===== src/rtl/pdwls_pkg.sv =====
// shared types and constants for the pwm divider, wrap and level selection block
// no dependencies; imported by the top level and its checker
package pdwls_pkg;

	localparam int unsigned MAX_DIVIDER = 256;
	localparam int unsigned MAX_WRAP    = 65535;

	localparam int unsigned CLK_W   = 32;
	localparam int unsigned FREQ_W  = 28;
	localparam int unsigned DUTY_W  = 17;
	localparam int unsigned WRAP_W  = 16;
	localparam int unsigned DIV_W   = $clog2(MAX_DIVIDER + 1);
	localparam int unsigned RATE_W  = FREQ_W + 1;
	localparam int unsigned DVSR_W  = RATE_W + $clog2(MAX_DIVIDER);
	localparam int unsigned REM_W   = DVSR_W + 1;
	localparam int unsigned CNT_W   = $clog2(CLK_W);
	localparam int unsigned PROD_W  = WRAP_W + DUTY_W;

	localparam logic [DUTY_W-1:0] DUTY_ONE = DUTY_W'(65536);

	typedef enum logic [1:0] {
		ST_FIT   = 2'd0,
		ST_NOFIT = 2'd1,
		ST_ZERO  = 2'd2
	} status_t;

	typedef enum logic {
		CFG_CLOCK_HZ   = 1'b0,
		CFG_DUAL_SLOPE = 1'b1
	} cfg_idx_t;

	typedef enum logic [2:0] {
		S_IDLE,
		S_DIV,
		S_CHECK,
		S_LEVEL,
		S_OUT
	} state_t;

	typedef struct packed {
		logic [FREQ_W-1:0] frequency_hz;
		logic [DUTY_W-1:0] duty_fraction;
	} in_word_t;

	typedef struct packed {
		logic [WRAP_W-1:0] wrap_value;
		logic [DIV_W-1:0]  clock_divider;
		logic [WRAP_W-1:0] compare_level;
		status_t           status;
	} out_word_t;

endpackage


===== src/rtl/pwm_divider_wrap_and_level_select.sv =====
// pwm divider, wrap and compare level selection, top level
// depends on pdwls_pkg
// sequence: for each divider tried, 32 restoring steps and a check, then the level multiply
//   and the output load; a zero frequency skips the search and goes straight to the level step
// flow: one word at a time; the shared 32-step divider sets the pace, and a new word is
//   taken the cycle after the previous result is loaded
// reset: arst_n clears the sequencer and the output valid, and loads clock_hz 125000000, dual_slope 0
module pwm_divider_wrap_and_level_select
	import pdwls_pkg::*;
(
	input  logic      clk,
	input  logic      arst_n,
	// input words
	input  logic      in_valid,
	output logic      in_stall,
	input  in_word_t  in_word,
	// result words
	output logic      out_valid,
	input  logic      out_stall,
	output out_word_t out_word,
	// register writes
	input  logic      cfg_valid,
	output logic      cfg_ready,
	input  cfg_idx_t  cfg_index,
	input  logic [CLK_W-1:0] cfg_data
);

	state_t state_q, state_d;

	// configuration registers
	logic [CLK_W-1:0] clock_hz_q;
	logic             dual_slope_q;

	// search datapath
	logic [RATE_W-1:0] rate_q;      // wanted rate, doubled for dual slope
	logic [DVSR_W-1:0] dvsr_q;      // trial divider times rate, built by repeated add
	logic [DIV_W-1:0]  trial_q;     // divider under test
	logic [REM_W-1:0]  rem_q;       // partial remainder
	logic [CLK_W-1:0]  quo_q;       // dividend shifts out, quotient shifts in
	logic [CNT_W-1:0]  cnt_q;
	logic [DUTY_W-1:0] duty_q;
	logic [WRAP_W-1:0] wrap_q;
	logic [DIV_W-1:0]  div_q;
	status_t           status_q;
	logic [WRAP_W-1:0] level_q;

	out_word_t out_q;
	logic      out_valid_q;

	logic in_take;
	logic out_load;

	// restoring step
	logic [REM_W-1:0] rem_sh;
	logic             rem_ge;
	logic [REM_W-1:0] rem_nx;

	// fit test on the finished quotient: 1 <= q <= MAX_WRAP+1
	logic fit;
	logic last_trial;
	logic last_step;

	logic [PROD_W-1:0] prod;

	assign cfg_ready = 1'b1;

	assign rem_sh = {rem_q[REM_W-2:0], quo_q[CLK_W-1]};
	assign rem_ge = rem_sh >= {1'b0, dvsr_q};
	assign rem_nx = rem_ge ? (rem_sh - {1'b0, dvsr_q}) : rem_sh;

	assign fit        = (quo_q != '0) && ({1'b0, quo_q} <= (CLK_W+1)'(MAX_WRAP + 1));
	assign last_trial = trial_q == DIV_W'(MAX_DIVIDER);
	assign last_step  = cnt_q == CNT_W'(CLK_W - 1);

	assign prod = wrap_q * duty_q;

	// next state
	always_comb begin
		state_d = state_q;
		unique case (state_q)
			S_IDLE: begin
				if (in_valid) begin
					state_d = (in_word.frequency_hz == '0) ? S_LEVEL : S_DIV;
				end
			end
			S_DIV: begin
				if (last_step) begin
					state_d = S_CHECK;
				end
			end
			S_CHECK: begin
				state_d = (fit || last_trial) ? S_LEVEL : S_DIV;
			end
			S_LEVEL: begin
				state_d = S_OUT;
			end
			S_OUT: begin
				if (!out_valid_q || !out_stall) begin
					state_d = S_IDLE;
				end
			end
			default: begin
				state_d = S_IDLE;
			end
		endcase
	end

	// sequencer outputs
	always_comb begin
		in_stall = 1'b1;
		out_load = 1'b0;
		unique case (state_q)
			S_IDLE: begin
				in_stall = 1'b0;
			end
			S_OUT: begin
				out_load = !out_valid_q || !out_stall;
			end
			default: begin
				in_stall = 1'b1;
			end
		endcase
	end

	assign in_take = in_valid && !in_stall;

	always_ff @(posedge clk or negedge arst_n) begin
		if (!arst_n) begin
			state_q <= S_IDLE;
		end else begin
			state_q <= state_d;
		end
	end

	// register writes
	always_ff @(posedge clk or negedge arst_n) begin
		if (!arst_n) begin
			clock_hz_q   <= CLK_W'(125000000);
			dual_slope_q <= 1'b0;
		end else if (cfg_valid && cfg_ready) begin
			unique case (cfg_index)
				CFG_CLOCK_HZ:   clock_hz_q   <= cfg_data;
				CFG_DUAL_SLOPE: dual_slope_q <= cfg_data[0];
				default:        clock_hz_q   <= clock_hz_q;
			endcase
		end
	end

	// search datapath, one restoring step per cycle
	always_ff @(posedge clk) begin
		if (in_take) begin
			// saturate duty above one
			duty_q   <= (in_word.duty_fraction > DUTY_ONE) ? DUTY_ONE : in_word.duty_fraction;
			rate_q   <= dual_slope_q ? {in_word.frequency_hz, 1'b0}
			                         : {1'b0, in_word.frequency_hz};
			dvsr_q   <= DVSR_W'(dual_slope_q ? {in_word.frequency_hz, 1'b0}
			                                 : {1'b0, in_word.frequency_hz});
			trial_q  <= DIV_W'(1);
			rem_q    <= '0;
			quo_q    <= clock_hz_q;
			cnt_q    <= '0;
			// zero frequency result, kept if the search is skipped
			wrap_q   <= '0;
			div_q    <= DIV_W'(1);
			status_q <= ST_ZERO;
		end else if (state_q == S_DIV) begin
			rem_q <= rem_nx;
			quo_q <= {quo_q[CLK_W-2:0], rem_ge};
			cnt_q <= cnt_q + CNT_W'(1);
		end else if (state_q == S_CHECK) begin
			if (fit) begin
				wrap_q   <= WRAP_W'(quo_q - CLK_W'(1));
				div_q    <= trial_q;
				status_q <= ST_FIT;
			end else if (last_trial) begin
				wrap_q   <= WRAP_W'(MAX_WRAP);
				div_q    <= DIV_W'(MAX_DIVIDER);
				status_q <= ST_NOFIT;
			end else begin
				trial_q <= trial_q + DIV_W'(1);
				dvsr_q  <= dvsr_q + DVSR_W'(rate_q);
				rem_q   <= '0;
				quo_q   <= clock_hz_q;
				cnt_q   <= '0;
			end
		end else if (state_q == S_LEVEL) begin
			// wrap times duty, truncated
			level_q <= prod[WRAP_W+15:16];
		end
	end

	// output register
	always_ff @(posedge clk) begin
		if (out_load) begin
			out_q.wrap_value    <= wrap_q;
			out_q.clock_divider <= div_q;
			out_q.compare_level <= level_q;
			out_q.status        <= status_q;
		end
	end

	always_ff @(posedge clk or negedge arst_n) begin
		if (!arst_n) begin
			out_valid_q <= 1'b0;
		end else if (out_load) begin
			out_valid_q <= 1'b1;
		end else if (!out_stall) begin
			out_valid_q <= 1'b0;
		end
	end

	assign out_valid = out_valid_q;
	assign out_word  = out_q;

endmodule


===== config.mk =====
export PLATFORM = sky130hd
export DESIGN_NAME = pwm_divider_wrap_and_level_select
export DESIGN_NICKNAME = d
export VERILOG_FILES = /design/src/rtl/pdwls_pkg.sv /design/src/rtl/pwm_divider_wrap_and_level_select.sv
export SDC_FILE = /design/constraint.sdc
export NUM_CORES = 1
export LEC_CHECK = 0
export BUFFER_PORTS_ARGS = -buffer_cell sky130_fd_sc_hd__buf_4
export CORE_ASPECT_RATIO = 0.6
export CORE_MARGIN = 5
export CORE_UTILIZATION = 55
export DETAILED_ROUTE_END_ITERATION = 8
export GPL_TIMING_DRIVEN = 0
export PLACE_DENSITY = 0.85
export REMOVE_ABC_BUFFERS = 1
export SETUP_SLACK_MARGIN = 0.5
export SLEW_MARGIN = 0
export SYNTH_ARGS = -nofsm -noshare
export SYNTH_HDL_FRONTEND = slang
export SYNTH_SLANG_ARGS = --single-unit

===== constraint.sdc =====
create_clock -name clk -period 14.7 [get_ports clk]
set_input_delay 0.735 -clock clk [delete_from_list [all_inputs] [get_ports clk]]
set_output_delay 0.735 -clock clk [all_outputs]
set_load 0.02 [all_outputs]

### Yosys cells after proc, flatten, opt, wreduce, memory -nomap -nowiden

Cells that the tools add are included.
W data, S select, Z words.

| storage, ports and cells | value |
|---|---|
| register bits | 289 |
| memory bits (writable) | 0 |
| ROM bits | 0 |
| bits in latches | 0 |
| memories | 0 |
| output and inout port bits | 46 |
| bits of input ports | 83 |
| logic and storage cells | 112 |

| cells by class | value |
|---|---|
| add/sub/neg operators | 5 |
| magnitude comparators | 3 |
| reduce and logical (&&, ||, !) cells | 22 |
| multiplexer cells | 37 |
| bitwise logic cells | 6 |
| equal/unequal tests | 17 |
| shift-type cells | 0 |
| div/mod/pow operators | 0 |
| $mul | 1 |

Operator list:

| kind | count |
|---|---|
| $mux W37 | 10 |
| $mux W32 | 5 |
| $ge A38 B37 Y1 | 1 |
| $add A37 B29 Y37 | 1 |
| $sub A37 B37 Y37 | 1 |
| $le A32 B17 Y1 const B | 1 |
| $mul A16 B17 Y32 | 1 |
| $mux W16 | 2 |
| $reduce_bool A32 Y1 | 1 |
| $mux W29 | 1 |
| $logic_not A28 Y1 | 1 |
| $mux W28 | 1 |
| $mux W5 | 4 |
| $mux W9 | 2 |
| $gt A17 B17 Y1 const B | 1 |
| $sub A16 B1 Y16 const B | 1 |
| $pmux W3 S5 | 1 |
| $ne A2 B2 Y1 const B | 6 |
| $reduce_and A3 Y1 | 4 |
| $reduce_and A4 Y1 | 3 |
| $add A9 B1 Y9 const B | 1 |
| $eq A9 B9 Y1 const B | 1 |
| $mux W3 | 3 |
| $mux W2 | 4 |
| 16 further kinds | 34 |

### Logic depth before layout (Yosys ltp)

| logic depth | value |
|---|---|
| word-level depth | 6 |
| depth in mapped cells | 25 |
| mapped depth without buffers | 24 |

### Least setup slack after synthesis

Ideal clock, no wire load.

| path | value |
|---|---|
| path type | reg-to-reg |
| start | register wrap_q[9] |
| end | register level_q[15] (data pin) |
| setup slack | 8.479 ns |
| path buffers | 2 |
| period minus slack after synthesis | 6.221 ns |
| setup time | 0.260 ns |
| arrival | 5.961 ns |
| stages on the path, launching flop included | 26 |
| required time | 14.440 ns |
| cell sequence | dfxtp_1 > clkbuf_1 > clkbuf_1 > nand2_1 > fa_1 > inv_1 > fa_1 > inv_1 > fa_1 > inv_1 > fa_1 > fa_1 > inv_1 > fa_1 > inv_1 > ha_1 > nand2_1 > o21ai_0 > o21ai_0 > a21oi_1 > a21oi_1 > a2111o_1 > a31oi_1 > a21o_1 > a21oi_1 > xnor2_1 |

| on the way | value |
|---|---|
| cells in the longest elaborated chain, start to end | 1 |

Ends and longest elaborated chain:

| item | line | source |
|---|---|---|
| start: declaration | pwm_divider_wrap_and_level_select.sv:42 | `logic [WRAP_W-1:0] wrap_q;` |
| start signal: assignment | pwm_divider_wrap_and_level_select.sv:172 | `wrap_q <= WRAP_W'(quo_q - CLK_W'(1));` |
| start signal: assignment | pwm_divider_wrap_and_level_select.sv:176 | `wrap_q <= WRAP_W'(MAX_WRAP);` |
| $mul A16 B17 Y32 | pwm_divider_wrap_and_level_select.sv:75 | `assign prod = wrap_q * duty_q;` |
| net prod[31] | pwm_divider_wrap_and_level_select.sv:63 | `logic [PROD_W-1:0] prod;` |
| end signal: assignment | pwm_divider_wrap_and_level_select.sv:188 | `level_q <= prod[WRAP_W+15:16];` |
| end: declaration | pwm_divider_wrap_and_level_select.sv:45 | `logic [WRAP_W-1:0] level_q;` |

The timed path passes the listed nets, and every way through them passes these cells.
A chain may end at the register's enable or synchronous reset.

### Final worst setup path

Same ends and word-level chain as after synthesis.

==> reports/metrics.csv <==
metric;value;unit
CTS resizes;0;
reg-to-reg slack, setup;7.36;ns
drt pass-1 iters;8;
setup TNS;0;ns
worst min-delay path class;in -> async;
Max VDD drop;0.139;mV
synthesis-to-finish area growth;11.2;%
count of final max-slew check failures;0;
placed insts;2930;
Tot Pwr;0.00372;W
Core ar.;0.0416;sq mm
Fmax achieved;136;MHz
first-pass GRT wire length;96000;um
CTS tree;built;
Synth Area in XOR/XNOR;3.77;%
Post-Synth Adder-Cell Area;27.3;%
asr flop ratio synth;12.8;%
r2r endpoint;level_q[15]$_DFFE_PP_;
cts hold-fix bufs;0;
chip width;274;um
Rows;58;
Crit path top cell by count;fa_1;
required time of the critical path;15.05;ns
P_leak;11.6;nW
ANT cells;0;
CTS Buffer Depth;3;
Reg2Reg Depth;23;
Post-DP HPWL;42500;um
synth cell count leaders;330 x nand2_1, 314 x inv_1, 208 x fa_1;
gr ovfl total;0;
largest net degree at the start of global routing;126;
reg2reg start;wrap_q[9]$_SDFFE_PP0P_;
port buffer count;127;
number of synthesis warnings;0;
die height;168;um
RSZ-0062 raised after global routing;false;
Fill cells;3187;
crit path launch type;flop;
setup violators final;0;
DRC Markers;0;
worst-path cell chain;nand2_1 > fa_1 > inv_1 > fa_1 > inv_1 > fa_1 > inv_1 > fa_1 > fa_1 > inv_1 > fa_1 > inv_1 > ha_1 > nand2_1 > o21ai_0 > o21ai_0 > a21oi_1 > a21oi_1 > a2111o_1 > a31oi_1 > a21o_1 > a21oi_1 > xnor2_1;
Post-synth top flop;edfxtp_1;
post-synth top area cell;edfxtp_1;
Max-Cap Viols;0;
Yosys cell types;78;
mux contribution to synthesized area;3.17;%
Max transition margin;5.46;%
crit path max-delay cell type;dfxtp_1;
post-synth top area share;22.7;%
Post-Syn Instances;2315;
EDFF count, synth;174;
largest family of logic cells by synthesized area;adder cells;
final cell count without fillers;2985;
Seq cells post-synth;289;
DR iter-0 viols;1634;
Crit path largest cell delay;0.93;ns
sequential share of the synthesized area;33.6;%
Root Driver;clkbuf_16;
fraction of layout cells with a size suffix above 1;12.4;%
Crit Path Max Fanout;19;
clk_skew;0.0158;ns
vias per cell;5.95;
Syn Area/Cell;9.93;sq um
PwrDens;145;mW/mm^2
die area;0.0461;sq mm
minimum clock period after layout;7.34;ns
Total GRT Usage;25.6;%
Setup Buffers After CTS;0;
Worst Setup Path Type;reg -> reg;
IO Pins;129;
WP buf/inv;5;
routed len/inst;19.9;um
cell with the most instances after synthesis;nand2_1;
post-synthesis compound-gate area fraction;10.5;%
H-tree Lvls;1;
actual slew at the worst max-slew pin;1.41;ns
Clock transition at path regs;0.07;ns
status;finished, final reports clean;
final WL;59500;um
Worst-Skew Late Latency;0.60;ns
arrival time worst endpoint;7.69;ns
Num CTS Buffers;29;
via count;17800;
Post-Synth Simple-Gate Area;14.9;%
Worst Setup End Kind;flop;
final core occ;61.5;%
vias in the first global route;18500;
synthesized cell area;0.0230;sq mm
Hold Fails Final Rpt;0;
Final Cycle Share;49.9;%
NumNets Final;2852;
Area contributors post-synth;edfxtp_1 23%, fa_1 18%, ha_1 9.2%, dfxtp_1 6.8%, nand2_1 5.4%;
initial antenna violation count;1;
routability cong.;0.942;
Clock Sinks;289;
Starting Density;55.3;%
Top delay family on crit path;adder cells;
Final ANT Viol Nets;0;
-- power by group --
group          internal, W  switching, W
clock network     0.000450      0.000353
logic             0.000581      0.000966
registers          0.00116      0.000203
total              0.00220       0.00152
-- sequential cells by signal, summed over array words and instances, names as in the netlist --
register,count
trial_q,9
wrap_q,16
duty_q,17
status_q,2
level_q,16
div_q,9
cnt_q,5
rate_q,29
state_q,3
rem_q,37
dvsr_q,37
out_valid,1
quo_q,32
out_word,43
clock_hz_q,32
dual_slope_q,1
-- layout by cell type (no fill, tap or decap), types with 7 or more instances in the layout --
| master | n |
|---|---|
| a211oi_1 | 12 |
| a21o_1 | 30 |
| a21oi_1 | 99 |
| a22oi_1 | 34 |
| a31oi_1 | 10 |
| and2_1 | 133 |
| and3_1 | 8 |
| buf_4 | 128 |
| clkbuf_16 | 32 |
| dfrtp_1 | 23 |
| dfstp_2 | 13 |
| dfxtp_1 | 78 |
| edfxtp_1 | 174 |
| fa_1 | 208 |
| ha_1 | 169 |
| inv_1 | 313 |
| mux2_2 | 62 |
| nand2_1 | 329 |
| nand2b_1 | 8 |
| nand3_1 | 19 |
| nand4_1 | 18 |
| nor2_1 | 88 |
| nor2b_1 | 26 |
| nor3_1 | 26 |
| nor4_1 | 22 |
| o211ai_1 | 7 |
| o21a_1 | 11 |
| o21ai_0 | 69 |
| o21bai_1 | 9 |
| o221a_2 | 14 |
| o22ai_1 | 7 |
| o31ai_1 | 9 |
| or3_1 | 12 |
| xnor2_1 | 55 |
| xor2_1 | 44 |
-- area by class of cell --
class,instances,area (sq um),area share (%)
Multi-Input combinational cell,1620,13700,53.8
Tap cell,570,713,2.79
Clock buffer,36,846,3.31
Timing Repair Buffer,137,1160,4.54
Clock inverter,18,189,0.739
Sequential cell,289,7730,30.2
Inverter,315,1190,4.64
-- routing by layer --
metal / global-route usage (%) / share of wire (%) / up-vias
met3: 6.72 / 10 / 196
li1: - / - / 7920
met5: 0 / 0.022 / -
met1: 34.1 / 39 / 8636
met4: 9.77 / 4.4 / 2
met2: 40.7 / 46 / 998
-- per-stage QoR --
stage	worst slack, ns	hold WS (ns)	cell area (sq um)
finish	7.36	0.108	25600
global route	7.16	0.132	25600
CTS	7.46	0.100	25500
detailed placement	7.48	0.405	24500
global placement	6.98	0.406	24300
floorplan	8.67	0.400	22600
-- logic make-up (layout without fill, tap and decap cells) --
group	after synthesis	in the layout
simple gates	716	716
buf+inv	406	506
fa+ha+maj	377	377
compound gates	362	362
flops	289	289
xor+xnor	99	99
mux	65	65
other cells	1	1
-- worst max-delay path by stage --
stage	startpoint	endpoint	slack [ns]	cells after the start
2_1_floorplan	duty_q[11]$_SDFFCE_PN0P_	level_q[15]$_DFFE_PP_	8.67	22
3_3_place_gp	state_q[2]$_DFFE_PN0P_	quo_q[1]$_DFFE_PP_	6.98	5
3_5_place_dp	wrap_q[9]$_SDFFE_PP0P_	level_q[15]$_DFFE_PP_	7.48	23
4_1_cts	wrap_q[9]$_SDFFE_PP0P_	level_q[15]$_DFFE_PP_	7.46	23
5_1_grt	wrap_q[9]$_SDFFE_PP0P_	level_q[15]$_DFFE_PP_	7.16	23
6_report	wrap_q[9]$_SDFFE_PP0P_	level_q[15]$_DFFE_PP_	7.36	23
Note: power is estimated with default switching activity, not from simulation.
